===== src/hw/rtl/csms_pkg.sv =====
`timescale 1ns / 1ps
// ----------------------------------------------------------------------------
// Constant speed move step package
// Shared widths, register indexes, payload types and the control structs that
// run between the sequencer and the iterative root and divide unit.
// ----------------------------------------------------------------------------
package csms_pkg;

    localparam int COORD_WIDTH    = 16;
    localparam int SPEED_WIDTH    = 24;
    localparam int APB_ADDR_WIDTH = 5;
    localparam int APB_DATA_WIDTH = 32;
    localparam int REG_IDX_WIDTH  = 3;

    localparam logic [REG_IDX_WIDTH-1:0] REG_START_X  = 3'd0;
    localparam logic [REG_IDX_WIDTH-1:0] REG_START_Y  = 3'd1;
    localparam logic [REG_IDX_WIDTH-1:0] REG_TARGET_X = 3'd2;
    localparam logic [REG_IDX_WIDTH-1:0] REG_TARGET_Y = 3'd3;
    localparam logic [REG_IDX_WIDTH-1:0] REG_SPEED_Q  = 3'd4;

    localparam logic [SPEED_WIDTH-1:0] SPEED_RESET = 24'd256;

    localparam logic ITER_SQRT = 1'b0;
    localparam logic ITER_DIV  = 1'b1;

    typedef struct packed {
        logic signed [COORD_WIDTH-1:0] cur_x;
        logic signed [COORD_WIDTH-1:0] cur_y;
    } csms_in_t;

    typedef struct packed {
        logic signed [COORD_WIDTH-1:0] new_x;
        logic signed [COORD_WIDTH-1:0] new_y;
        logic                          moved;
        logic                          done_res;
    } csms_out_t;

    typedef struct packed {
        logic signed [COORD_WIDTH-1:0] start_x;
        logic signed [COORD_WIDTH-1:0] start_y;
        logic signed [COORD_WIDTH-1:0] target_x;
        logic signed [COORD_WIDTH-1:0] target_y;
        logic        [SPEED_WIDTH-1:0] speed_q;
    } csms_cfg_t;

    typedef struct packed {
        logic start;
        logic mode;
    } iter_req_t;

    typedef struct packed {
        logic done;
    } iter_rsp_t;

endpackage


===== src/hw/rtl/csms_cfg.sv =====
`timescale 1ns / 1ps
// ----------------------------------------------------------------------------
// Constant speed move step register file
// APB-style register bank for the start point, target point and speed, with a
// write strobe that tells the sequencer to clear its ended state.
// ----------------------------------------------------------------------------
module csms_cfg
    import csms_pkg::*;
(
    input  logic                      aclk,
    input  logic                      aresetn,
    input  logic                      psel,
    input  logic                      penable,
    input  logic                      pwrite,
    input  logic [APB_ADDR_WIDTH-1:0] paddr,
    input  logic [APB_DATA_WIDTH-1:0] pwdata,
    output logic [APB_DATA_WIDTH-1:0] prdata,
    output logic                      pready,
    output csms_cfg_t                 cfg,
    output logic                      cfg_wr
);

    csms_cfg_t              cfg_reg;
    logic [REG_IDX_WIDTH-1:0] idx;

    assign idx    = paddr[APB_ADDR_WIDTH-1:2];
    assign cfg_wr = psel && penable && pwrite;
    assign pready = 1'b1;
    assign cfg    = cfg_reg;

    always_ff @(posedge aclk) begin
        if (!aresetn) begin
            cfg_reg.start_x  <= '0;
            cfg_reg.start_y  <= '0;
            cfg_reg.target_x <= '0;
            cfg_reg.target_y <= '0;
            cfg_reg.speed_q  <= SPEED_RESET;
        end else if (cfg_wr) begin
            unique case (idx)
                REG_START_X:  cfg_reg.start_x  <= pwdata[COORD_WIDTH-1:0];
                REG_START_Y:  cfg_reg.start_y  <= pwdata[COORD_WIDTH-1:0];
                REG_TARGET_X: cfg_reg.target_x <= pwdata[COORD_WIDTH-1:0];
                REG_TARGET_Y: cfg_reg.target_y <= pwdata[COORD_WIDTH-1:0];
                REG_SPEED_Q:  cfg_reg.speed_q  <= pwdata[SPEED_WIDTH-1:0];
                default: ;
            endcase
        end
    end

    always_comb begin
        unique case (idx)
            REG_START_X:  prdata = APB_DATA_WIDTH'(unsigned'(cfg_reg.start_x));
            REG_START_Y:  prdata = APB_DATA_WIDTH'(unsigned'(cfg_reg.start_y));
            REG_TARGET_X: prdata = APB_DATA_WIDTH'(unsigned'(cfg_reg.target_x));
            REG_TARGET_Y: prdata = APB_DATA_WIDTH'(unsigned'(cfg_reg.target_y));
            REG_SPEED_Q:  prdata = APB_DATA_WIDTH'(cfg_reg.speed_q);
            default:      prdata = '0;
        endcase
    end

endmodule


===== src/hw/rtl/csms_iter.sv =====
`timescale 1ns / 1ps
// ----------------------------------------------------------------------------
// Constant speed move step root and divide unit
// One shared compare and subtract stage that runs either a restoring integer
// square root, two radicand bits a cycle, or a restoring divide, one bit a
// cycle.
// ----------------------------------------------------------------------------
module csms_iter
    import csms_pkg::*;
#(
    parameter int ROOT_W = 25,
    parameter int RAD_W  = 50,
    parameter int QUO_W  = 40
) (
    input  logic                aclk,
    input  logic                aresetn,
    input  iter_req_t           req,
    input  logic [RAD_W-1:0]    radicand,
    input  logic [QUO_W-1:0]    dividend,
    input  logic [ROOT_W-1:0]   divisor,
    output iter_rsp_t           rsp,
    output logic [((RAD_W > QUO_W) ? RAD_W : QUO_W)-1:0] result
);

    localparam int SRC_W  = (RAD_W > QUO_W) ? RAD_W : QUO_W;
    localparam int UW     = ROOT_W + 2;
    localparam int STEPS  = (ROOT_W > QUO_W) ? ROOT_W : QUO_W;
    localparam int STEP_W = $clog2(STEPS + 1);

    logic              busy_reg;
    logic              done_reg;
    logic              mode_reg;
    logic [STEP_W-1:0] cnt_reg;
    logic [UW-1:0]     rem_reg;
    logic [SRC_W-1:0]  src_reg;
    logic [SRC_W-1:0]  res_reg;

    logic [UW-1:0]     shifted;
    logic [UW-1:0]     trial;
    logic [UW:0]       diff;
    logic              ge;

    always_comb begin
        if (mode_reg == ITER_SQRT) begin
            shifted = {rem_reg[UW-3:0], src_reg[SRC_W-1 -: 2]};
            trial   = {res_reg[ROOT_W-1:0], 2'b01};
        end else begin
            shifted = {rem_reg[UW-2:0], src_reg[SRC_W-1]};
            trial   = {2'b00, divisor};
        end
        diff = {1'b0, shifted} - {1'b0, trial};
        ge   = ~diff[UW];
    end

    always_ff @(posedge aclk) begin
        if (!aresetn) begin
            busy_reg <= 1'b0;
            done_reg <= 1'b0;
        end else begin
            done_reg <= 1'b0;
            if (req.start) begin
                busy_reg <= 1'b1;
            end else if (busy_reg && cnt_reg == STEP_W'(1)) begin
                busy_reg <= 1'b0;
                done_reg <= 1'b1;
            end
        end
    end

    always_ff @(posedge aclk) begin
        if (req.start) begin
            mode_reg <= req.mode;
            rem_reg  <= '0;
            res_reg  <= '0;
            if (req.mode == ITER_SQRT) begin
                src_reg <= SRC_W'(radicand) << (SRC_W - RAD_W);
                cnt_reg <= STEP_W'(ROOT_W);
            end else begin
                src_reg <= SRC_W'(dividend) << (SRC_W - QUO_W);
                cnt_reg <= STEP_W'(QUO_W);
            end
        end else if (busy_reg) begin
            rem_reg <= ge ? diff[UW-1:0] : shifted;
            res_reg <= {res_reg[SRC_W-2:0], ge};
            src_reg <= (mode_reg == ITER_SQRT) ? (src_reg << 2) : (src_reg << 1);
            cnt_reg <= cnt_reg - STEP_W'(1);
        end
    end

    assign rsp.done = done_reg;
    assign result   = res_reg;

endmodule


===== src/hw/rtl/constant_speed_move_step.sv =====
`timescale 1ns / 1ps
// ----------------------------------------------------------------------------
// Constant speed move step
// Each step runs the bit-per-cycle root and two 40-bit divides in the shared
// unit. A tick after the move has ended goes straight to the output, and one
// at zero distance goes to the output after the root, with no divides.
// One transaction at a time; s_ready returns in the cycle after the result is
// loaded.
// Synchronous active-low reset clears the control and configuration registers,
// sets speed to 256 (1.0 at the default fraction bits) and clears ended.
// ----------------------------------------------------------------------------
module constant_speed_move_step
    import csms_pkg::*;
#(
    parameter int SPEED_FRAC_BITS = 8
) (
    input  logic                      aclk,
    input  logic                      aresetn,
    input  logic                      s_valid,
    output logic                      s_ready,
    input  csms_in_t                  s_data,
    output logic                      m_valid,
    input  logic                      m_ready,
    output csms_out_t                 m_data,
    input  logic                      psel,
    input  logic                      penable,
    input  logic                      pwrite,
    input  logic [APB_ADDR_WIDTH-1:0] paddr,
    input  logic [APB_DATA_WIDTH-1:0] pwdata,
    output logic [APB_DATA_WIDTH-1:0] prdata,
    output logic                      pready
);

    localparam int AW     = COORD_WIDTH;
    localparam int SW     = SPEED_WIDTH;
    localparam int PROD_W = AW + SW;
    localparam int D2W    = 2 * AW + 1;
    localparam int RAD_W  = 2 * AW + 2 + 2 * SPEED_FRAC_BITS;
    localparam int ROOT_W = RAD_W / 2;
    localparam int SRC_W  = (RAD_W > PROD_W) ? RAD_W : PROD_W;
    localparam int SUM_W  = PROD_W + 2;

    localparam logic [3:0] S_IDLE    = 4'd0;
    localparam logic [3:0] S_SQX     = 4'd1;
    localparam logic [3:0] S_SQY     = 4'd2;
    localparam logic [3:0] S_SUM     = 4'd3;
    localparam logic [3:0] S_SQRT_GO = 4'd4;
    localparam logic [3:0] S_SQRT_WT = 4'd5;
    localparam logic [3:0] S_MX      = 4'd6;
    localparam logic [3:0] S_DX_GO   = 4'd7;
    localparam logic [3:0] S_DX_WT   = 4'd8;
    localparam logic [3:0] S_MY      = 4'd9;
    localparam logic [3:0] S_DY_GO   = 4'd10;
    localparam logic [3:0] S_DY_WT   = 4'd11;
    localparam logic [3:0] S_FIN     = 4'd12;
    localparam logic [3:0] S_OUT     = 4'd13;

    localparam logic [1:0] KIND_SKIP = 2'd0;
    localparam logic [1:0] KIND_ZERO = 2'd1;
    localparam logic [1:0] KIND_STEP = 2'd2;

    csms_cfg_t cfg;
    logic      cfg_wr;

    iter_req_t          iter_req;
    iter_rsp_t          iter_rsp;
    logic [SRC_W-1:0]   iter_result;

    logic [3:0]                state_reg, state_next;
    logic                      ended_reg;
    logic [1:0]                kind_reg;
    logic signed [AW-1:0]      cx_reg, cy_reg;
    logic                      negx_reg, negy_reg;
    logic [AW-1:0]             ax_reg, ay_reg;
    logic [PROD_W-1:0]         prod_reg;
    logic [D2W-1:0]            d2_reg;
    logic [ROOT_W-1:0]         dist_reg;
    logic [PROD_W-1:0]         qx_reg, qy_reg;
    logic signed [SUM_W-1:0]   sx_reg, sy_reg;
    logic                      m_valid_reg;
    csms_out_t                 m_data_reg;

    logic signed [AW:0]        dx, dy;
    logic [AW-1:0]             mul_a;
    logic [SW-1:0]             mul_b;
    logic signed [SUM_W-1:0]   lox, hix, loy, hiy;
    logic signed [AW-1:0]      nx, ny;
    logic                      out_load;
    csms_out_t                 out_data;
    logic                      ended_next;

    csms_cfg u_cfg (
        .aclk    (aclk),
        .aresetn (aresetn),
        .psel    (psel),
        .penable (penable),
        .pwrite  (pwrite),
        .paddr   (paddr),
        .pwdata  (pwdata),
        .prdata  (prdata),
        .pready  (pready),
        .cfg     (cfg),
        .cfg_wr  (cfg_wr)
    );

    csms_iter #(
        .ROOT_W (ROOT_W),
        .RAD_W  (RAD_W),
        .QUO_W  (PROD_W)
    ) u_iter (
        .aclk     (aclk),
        .aresetn  (aresetn),
        .req      (iter_req),
        .radicand (RAD_W'(d2_reg) << (2 * SPEED_FRAC_BITS)),
        .dividend (prod_reg),
        .divisor  (dist_reg),
        .rsp      (iter_rsp),
        .result   (iter_result)
    );

    assign s_ready = (state_reg == S_IDLE);
    assign m_valid = m_valid_reg;
    assign m_data  = m_data_reg;

    assign dx = {cfg.target_x[AW-1], cfg.target_x} - {s_data.cur_x[AW-1], s_data.cur_x};
    assign dy = {cfg.target_y[AW-1], cfg.target_y} - {s_data.cur_y[AW-1], s_data.cur_y};

    always_comb begin
        iter_req.start = (state_reg == S_SQRT_GO) || (state_reg == S_DX_GO)
                         || (state_reg == S_DY_GO);
        iter_req.mode  = (state_reg == S_SQRT_GO) ? ITER_SQRT : ITER_DIV;
    end

    always_comb begin
        unique case (state_reg)
            S_SQX: begin
                mul_a = ax_reg;
                mul_b = SW'(ax_reg);
            end
            S_SQY: begin
                mul_a = ay_reg;
                mul_b = SW'(ay_reg);
            end
            S_MX: begin
                mul_a = ax_reg;
                mul_b = cfg.speed_q;
            end
            default: begin
                mul_a = ay_reg;
                mul_b = cfg.speed_q;
            end
        endcase
    end

    always_comb begin
        if (cfg.start_x < cfg.target_x) begin
            lox = SUM_W'(cfg.start_x);
            hix = SUM_W'(cfg.target_x);
        end else begin
            lox = SUM_W'(cfg.target_x);
            hix = SUM_W'(cfg.start_x);
        end
        if (cfg.start_y < cfg.target_y) begin
            loy = SUM_W'(cfg.start_y);
            hiy = SUM_W'(cfg.target_y);
        end else begin
            loy = SUM_W'(cfg.target_y);
            hiy = SUM_W'(cfg.start_y);
        end
        priority if (sx_reg < lox) begin
            nx = lox[AW-1:0];
        end else if (sx_reg > hix) begin
            nx = hix[AW-1:0];
        end else begin
            nx = sx_reg[AW-1:0];
        end
        priority if (sy_reg < loy) begin
            ny = loy[AW-1:0];
        end else if (sy_reg > hiy) begin
            ny = hiy[AW-1:0];
        end else begin
            ny = sy_reg[AW-1:0];
        end
    end

    always_comb begin
        out_load   = (state_reg == S_OUT) && (!m_valid_reg || m_ready);
        ended_next = ended_reg;
        unique case (kind_reg)
            KIND_STEP: begin
                out_data.new_x    = nx;
                out_data.new_y    = ny;
                out_data.moved    = 1'b1;
                out_data.done_res = (nx == cfg.target_x) && (ny == cfg.target_y);
                ended_next        = out_data.done_res;
            end
            KIND_ZERO: begin
                out_data.new_x    = cx_reg;
                out_data.new_y    = cy_reg;
                out_data.moved    = 1'b1;
                out_data.done_res = 1'b1;
                ended_next        = 1'b1;
            end
            default: begin
                out_data.new_x    = cx_reg;
                out_data.new_y    = cy_reg;
                out_data.moved    = 1'b0;
                out_data.done_res = 1'b1;
            end
        endcase
    end

    always_comb begin
        state_next = state_reg;
        unique case (state_reg)
            S_IDLE: begin
                if (s_valid) begin
                    state_next = ended_reg ? S_OUT : S_SQX;
                end
            end
            S_SQX:     state_next = S_SQY;
            S_SQY:     state_next = S_SUM;
            S_SUM:     state_next = S_SQRT_GO;
            S_SQRT_GO: state_next = S_SQRT_WT;
            S_SQRT_WT: begin
                if (iter_rsp.done) begin
                    state_next = (iter_result[ROOT_W-1:0] == '0) ? S_OUT : S_MX;
                end
            end
            S_MX:      state_next = S_DX_GO;
            S_DX_GO:   state_next = S_DX_WT;
            S_DX_WT: begin
                if (iter_rsp.done) begin
                    state_next = S_MY;
                end
            end
            S_MY:      state_next = S_DY_GO;
            S_DY_GO:   state_next = S_DY_WT;
            S_DY_WT: begin
                if (iter_rsp.done) begin
                    state_next = S_FIN;
                end
            end
            S_FIN:     state_next = S_OUT;
            S_OUT: begin
                if (out_load) begin
                    state_next = S_IDLE;
                end
            end
            default:   state_next = S_IDLE;
        endcase
    end

    always_ff @(posedge aclk) begin
        if (!aresetn) begin
            state_reg   <= S_IDLE;
            ended_reg   <= 1'b0;
            m_valid_reg <= 1'b0;
        end else begin
            state_reg <= state_next;
            if (cfg_wr) begin
                ended_reg <= 1'b0;
            end else if (out_load) begin
                ended_reg <= ended_next;
            end
            if (out_load) begin
                m_valid_reg <= 1'b1;
            end else if (m_ready) begin
                m_valid_reg <= 1'b0;
            end
        end
    end

    always_ff @(posedge aclk) begin
        prod_reg <= PROD_W'(mul_a * mul_b);
        if (out_load) begin
            m_data_reg <= out_data;
        end
        unique case (state_reg)
            S_IDLE: begin
                cx_reg   <= s_data.cur_x;
                cy_reg   <= s_data.cur_y;
                negx_reg <= dx[AW];
                negy_reg <= dy[AW];
                ax_reg   <= dx[AW] ? AW'(-dx) : dx[AW-1:0];
                ay_reg   <= dy[AW] ? AW'(-dy) : dy[AW-1:0];
                kind_reg <= ended_reg ? KIND_SKIP : KIND_STEP;
            end
            S_SQY: begin
                d2_reg <= prod_reg[D2W-1:0];
            end
            S_SUM: begin
                d2_reg <= d2_reg + prod_reg[D2W-1:0];
            end
            S_SQRT_WT: begin
                if (iter_rsp.done) begin
                    dist_reg <= iter_result[ROOT_W-1:0];
                    if (iter_result[ROOT_W-1:0] == '0) begin
                        kind_reg <= KIND_ZERO;
                    end
                end
            end
            S_DX_WT: begin
                if (iter_rsp.done) begin
                    qx_reg <= iter_result[PROD_W-1:0];
                end
            end
            S_DY_WT: begin
                if (iter_rsp.done) begin
                    qy_reg <= iter_result[PROD_W-1:0];
                end
            end
            S_FIN: begin
                sx_reg <= negx_reg ? SUM_W'(cx_reg) - SUM_W'(qx_reg)
                                   : SUM_W'(cx_reg) + SUM_W'(qx_reg);
                sy_reg <= negy_reg ? SUM_W'(cy_reg) - SUM_W'(qy_reg)
                                   : SUM_W'(cy_reg) + SUM_W'(qy_reg);
            end
            default: ;
        endcase
    end

endmodule


===== config.mk =====
export PLATFORM = sky130hd
export DESIGN_NAME = constant_speed_move_step
export DESIGN_NICKNAME = d
export VERILOG_FILES = /design/src/hw/rtl/csms_pkg.sv /design/src/hw/rtl/csms_cfg.sv /design/src/hw/rtl/csms_iter.sv /design/src/hw/rtl/constant_speed_move_step.sv
export SDC_FILE = /design/constraint.sdc
export NUM_CORES = 2
export LEC_CHECK = 0
export ABC_AREA = 1
export BUFFER_PORTS_ARGS = -buffer_cell sky130_fd_sc_hd__buf_2
export CAP_MARGIN = 10
export CORE_UTILIZATION = 45
export CTS_BUF_LIST = sky130_fd_sc_hd__clkbuf_16
export DETAILED_ROUTE_END_ITERATION = 10
export HOLD_SLACK_MARGIN = 0.06
export MAX_ROUTING_LAYER = met4
export SYNTH_ARGS = -nofsm -noshare
export SYNTH_HDL_FRONTEND = slang
export SYNTH_SLANG_ARGS = --single-unit

===== constraint.sdc =====
create_clock -name aclk -period 11 [get_ports aclk]
set_input_delay 0.55 -clock aclk [delete_from_list [all_inputs] [get_ports aclk]]
set_output_delay 0.55 -clock aclk [all_outputs]
set_load 0.01 [all_outputs]

---- Word level (Yosys, flattened, before mapping) ----
Index checks and enable logic that the tools add are counted.
word-level totals
  register bits after elaboration ......... 583
  bits of input ports ..................... 76
operators by class
  $add $sub $neg .......................... 11
  $mul .................................... 1
  magnitude comparators ................... 6
  eq/ne operators ......................... 28
  multiplexer cells ....................... 46
  bitwise logic cells ..................... 2
  reduce and logical (&&, ||, !) cells .... 32
operators with widths
  operator                                    count
  two-way mux 42 bit                          6
  two-way mux 50 bit                          4
  one-hot mux 24 bit (5 select lines)         1
  two-way mux 16 bit                          7
  adder 16 x 41 -> 42 bit                     2
  > comparator 42 bit                         2
  < comparator 42 bit                         2
  subtractor 16 x 41 -> 42 bit                2
  one-hot mux 34 bit (2 select lines)         1
  one-hot mux 33 bit (2 select lines)         1
  one-hot mux 4 bit (14 select lines)         1
  two-way mux 27 bit                          2
  one-hot mux 24 bit (2 select lines)         1
  multiplier 16 x 24 -> 40 bit                1
  subtractor 16 x 16 -> 17 bit                2
  adder 33 bit                                1
  equality test 16 bit                        2
  < comparator 16 bit                         2
  negator 16 bit                              2
  two-way mux 4 bit                           7
  subtractor 27 x 27 -> 28 bit                1
  two-way mux 26 bit                          1
  zero test 25 bit                            1
  equality test 4 bit, second input constant  6
  28 further kinds                            68

---- Logic depth before layout (Yosys ltp) ----
  depth in word-level cells ............... 8
  depth in mapped cells ................... 42
  mapped depth without buffers ............ 40

---- Modules after synthesis ----
A second synthesis with hierarchy kept.
unflattened totals
  cells, all modules ...................... 6962
  area, all modules ....................... 53840.4 sq um
modules (own cells, without submodules)
  module                    times used  cells an instance  area an instance (sq um)  sequential area each (sq um)
  constant_speed_move_step  1           5022               40734.1                   10650.2
  csms_iter                 1           1225               8465.6                    3273.1
  csms_cfg                  1           715                4640.7                    1761.7

---- Least setup slack after synthesis ----
Ideal clock, no wire load.
  kind .................................... register -> register
  from .................................... register state_reg[0]
  to ...................................... register prod_reg[38]
  setup time .............................. 0.127 ns
  data arrival time ....................... 7.464 ns
  required time ........................... 10.873 ns
  slack ................................... 3.410 ns
  stages on the path, launching flop included .. 36
  buffers on the path ..................... 1
  cells stage by stage .................... dfxtp_1 -> inv_1 -> nor2_1 -> inv_1 -> nor2_1 -> inv_1 -> nand2_1 -> inv_1 -> clkbuf_1 -> a21oi_1 -> o21ai_0 -> o21ai_1 -> clkinv_1 -> nand2_1 -> fa_1 -> fa_1 -> fa_1 -> fa_1 -> inv_1 -> fa_1 -> inv_1 -> fa_1 -> inv_1 -> ha_1 -> a21oi_1 -> o21ai_0 -> a21oi_1 -> o21ai_1 -> a21o_1 -> a21oi_1 -> o21ai_1 -> a21boi_0 -> o211ai_1 -> a21boi_1 -> o21ai_0 -> xor2_1
on the way
  word-level cells in the longest chain between the ends .. 4
  elaborated cells on any way between the ends .. 7
RTL lines
  element                                                                       line                             RTL
  start, declared                                                               constant_speed_move_step.sv:69   logic [3:0] state_reg, state_next;
  start signal, assigned                                                        constant_speed_move_step.sv:260  state_reg <= state_next;
  equality test 4 x 3 -> 1 bit or equality test 4 x 1 -> 1 bit (tied branches)  constant_speed_move_step.sv:135  unique case (state_reg)
  OR reduction 2 bit (no source line)                                           n/a
  two-way mux 16 bit                                                            constant_speed_move_step.sv:135
  multiplier 16 x 24 -> 40 bit (*)                                              constant_speed_move_step.sv:275  prod_reg <= PROD_W'(mul_a * mul_b);
  end signal, assigned                                                          constant_speed_move_step.sv:275
  end, declared                                                                 constant_speed_move_step.sv:75   logic [PROD_W-1:0] prod_reg;
Every way passes the cells marked *; elsewhere a longest branch is shown, timed or not.
A chain may end at the register's enable or synchronous reset.

---- Worst setup path after layout ----
  from .................................... register state_reg[1]
  to ...................................... register prod_reg[37]
Same word-level chain as after synthesis.

==> impl_metrics.json <==
{
  "rows": 122,
  "drt_wl_total_um": 149000,
  "r2r-start": "state_reg[1]$_SDFFE_PN0P_",
  "numCtsBuffers": 69,
  "insertion_delay_ps": 650,
  "max_stage_delay_ps": 680,
  "antenna_found_initial": 11,
  "required_ps": 11500,
  "layout_common_cells": "1,257 x nand2_1, 971 x inv_1, 559 x nor2_1",
  "synthAdderAreaFrac": 0.244,
  "path_class": "reg -> reg",
  "cap_violations": 0,
  "htreeDepth": 3,
  "synth.cell_area_um2": 50700,
  "grt_pass1_vias": 40682,
  "clockBufferDepth": 3,
  "clkSinkCount": 573,
  "cp.arrival_ps": 10230,
  "synthMuxAreaShare": 0.000198,
  "final_common_cell": "nand2_1",
  "grt_pass1_wl_um": 232000,
  "clk_pin_slew_ps": 60,
  "layout-drive-gt1-share": 0.0597,
  "power_mw": 15.8,
  "skew_ps": 40.5,
  "area_delta_synth_final_pct": 8.89,
  "period_minus_slack_ps": 9730,
  "stdcell_count": 7928,
  "final_cell_area_um2": 55200,
  "synth_xor_area_frac": 0.0519,
  "clockRootBuffer": "clkbuf_16",
  "worst_pin_slew_ps": 1170,
  "slowest_stage": "nand2_1",
  "wl_per_cell_um": 18.8,
  "fin_tns_setup_ps": 0,
  "grt.overflow.total": 0,
  "startpoint_type": "flip-flop",
  "finalSetupViolations": 0,
  "hold_viol": 0,
  "largest_reg_flops": 88,
  "hold-worst-slack_ps": 106,
  "initial_core_util": 0.456,
  "yosys_warnings": 0,
  "vias": 42520,
  "synth-compound-area-share": 0.132,
  "grt_max_degree": 87,
  "drt_pass1_iterations": 8,
  "synthSimpleGateAreaFrac": 0.182,
  "fin_ws_ps": 1270,
  "slew_headroom": 0.217,
  "avgSynthCellArea_um2": 8.04,
  "ioPinCount": 145,
  "dominantRegCellSynth": "edfxtp_1",
  "place.gp.congestion": 0.983,
  "first_iter_violations": 3251,
  "crit_top_cell": "inv_1",
  "nets": 7250,
  "ant_nets": 0,
  "endpoint_kind": "flip-flop",
  "r2r_end": "prod_reg[37]$_DFF_P_",
  "rsz0062_at_grt": "false",
  "postSynthCellCount": 6299,
  "p_per_area_nw_per_um2": 287,
  "dpl_worst_slack_ps": 1380,
  "synthArstFlopShare": 0,
  "synth_edf_count": 371,
  "viasPerCell": 5.36,
  "ir_drop_uv": 626,
  "io_buffers": 125,
  "grt_usage": 0.271,
  "seqCellArea_um2": 15200,
  "crit_end": "prod_reg[37]$_DFF_P_",
  "startpoint": "state_reg[1]$_SDFFE_PN0P_",
  "slew_viol_final": 0,
  "dp.cells": 7789,
  "hold_class": "in -> reg",
  "leakage_nw": 25.0,
  "fin_crit_sh": 0.885,
  "die_height_um": 338,
  "finish.utilization": 0.496,
  "core_um2": 111000,
  "r2r_slack_ps": 1270,
  "multiInputGateArea_um2": 31000,
  "r2r_cells": 35,
  "dieArea_um2": 114000,
  "status": "finished clean",
  "placed_area_um2": 52900,
  "synth_cell_type_count": 64,
  "route.detailed.drc": 0,
  "die_w_um": 338,
  "synth_top_family_by_area": "adder cells",
  "dpl.hpwl_um": 120000,
  "tritoncts": "yes",
  "fill_cells": 10886,
  "max_freq_mhz": 103,
  "ys_seq_elements": 573,
  "ys_seq_area_frac": 0.300,
  "path_max_fanout": 26
}
report_power, final:
part | total (mW) | leakage (nW) | switching (mW) | internal (mW)
logic | 10.5 | 18.8 | 6.61 | 3.85
registers | 3.10 | 5.08 | 0.289 | 2.81
clock network | 2.27 | 1.15 | 0.977 | 1.29
logic make-up after synthesis:
kind of cell,count (synthesis)
AO/OA/AOI/OAI,1212
flip-flops,573
multiplexers,1
other,2
adder cells (fa/ha/maj),801
XOR/XNOR,300
buffers and inverters,1176
AND/OR/NAND/NOR,2234
routing by layer:
metal / track usage / part of all wire / vias to the layer above
met5: - / 0 / -
met1: 0.352 / 0.44 / 20053
met4: 0.108 / 0.041 / 0
met3: 0.0517 / 0.074 / 275
li1: - / - / 20899
met2: 0.417 / 0.45 / 1293
what timing repair did:
item | 4_1_cts | 5_1_grt
resized for setup | 0 | 0
endpoints found under the hold margin | 1 | 0
hold buffers | 1 | 0
setup buffers | 0 | 0
area by class of cell:
cell class                      count  share of cell area
Clock inverter                     54             0.00789
Clock buffer                       73              0.0331
Multi-Input combinational cell   4557               0.563
Timing Repair Buffer              185              0.0196
Sequential cell                   573               0.275
Antenna cell                       11            0.000499
Tap cell                         1488              0.0338
Inverter                          987              0.0672
critical path, delay by kind of cell (launching register included):
family,cells,cell delay [ps]
buffers and inverters,9,1780
AO/OA/AOI/OAI,12,2470
flip-flops,1,370
adder cells (fa/ha/maj),7,3310
AND/OR/NAND/NOR,6,1500
XOR/XNOR,1,140
synth_stat cells, types with 13 or more instances:
| cell | n | area, µm² |
|---|---|---|
| dfxtp_1 | 202 | 4040 |
| a31oi_1 | 57 | 357 |
| o221ai_1 | 19 | 166 |
| o22ai_1 | 54 | 338 |
| o311ai_0 | 32 | 280 |
| nor2_1 | 566 | 2120 |
| nand4_1 | 49 | 307 |
| nor4_1 | 14 | 87.6 |
| nand2_1 | 1259 | 4730 |
| o21ai_0 | 448 | 2240 |
| buf_2 | 14 | 70.1 |
| inv_1 | 961 | 3610 |
| edfxtp_1 | 371 | 11100 |
| fa_1 | 312 | 6250 |
| nand2_2 | 22 | 138 |
| ha_1 | 489 | 6120 |
| clkbuf_1 | 149 | 559 |
| nor3_1 | 60 | 300 |
| clkinv_1 | 19 | 71.3 |
| xor2_1 | 192 | 1680 |
| a21oi_1 | 440 | 2200 |
| o31ai_1 | 13 | 97.6 |
| o211ai_1 | 15 | 113 |
| nand3_1 | 207 | 1040 |
| o21ai_1 | 54 | 270 |
| xnor2_1 | 108 | 946 |
| o21a_1 | 23 | 173 |
worst min-delay path by stage:
stage                     slack, ps                      startpoint  cells past startpoint                   end
after CTS                        60                       s_data[6]                      1   cy_reg[6]$_DFFE_PP_
after global placement          440  u_iter.result[32]$_SDFFE_PN0P_                      0  qy_reg[32]$_DFFE_PP_
after floorplan                 430  u_iter.result[25]$_SDFFE_PN0P_                      0  qx_reg[25]$_DFFE_PP_
after detailed placement        440  u_iter.result[32]$_SDFFE_PN0P_                      0  qy_reg[32]$_DFFE_PP_
final                           110                       s_data[5]                      1   cy_reg[5]$_DFFE_PP_
after global routing             90                      s_data[20]                      1   cx_reg[4]$_DFFE_PP_
Power figures use the tool's default switching activity.
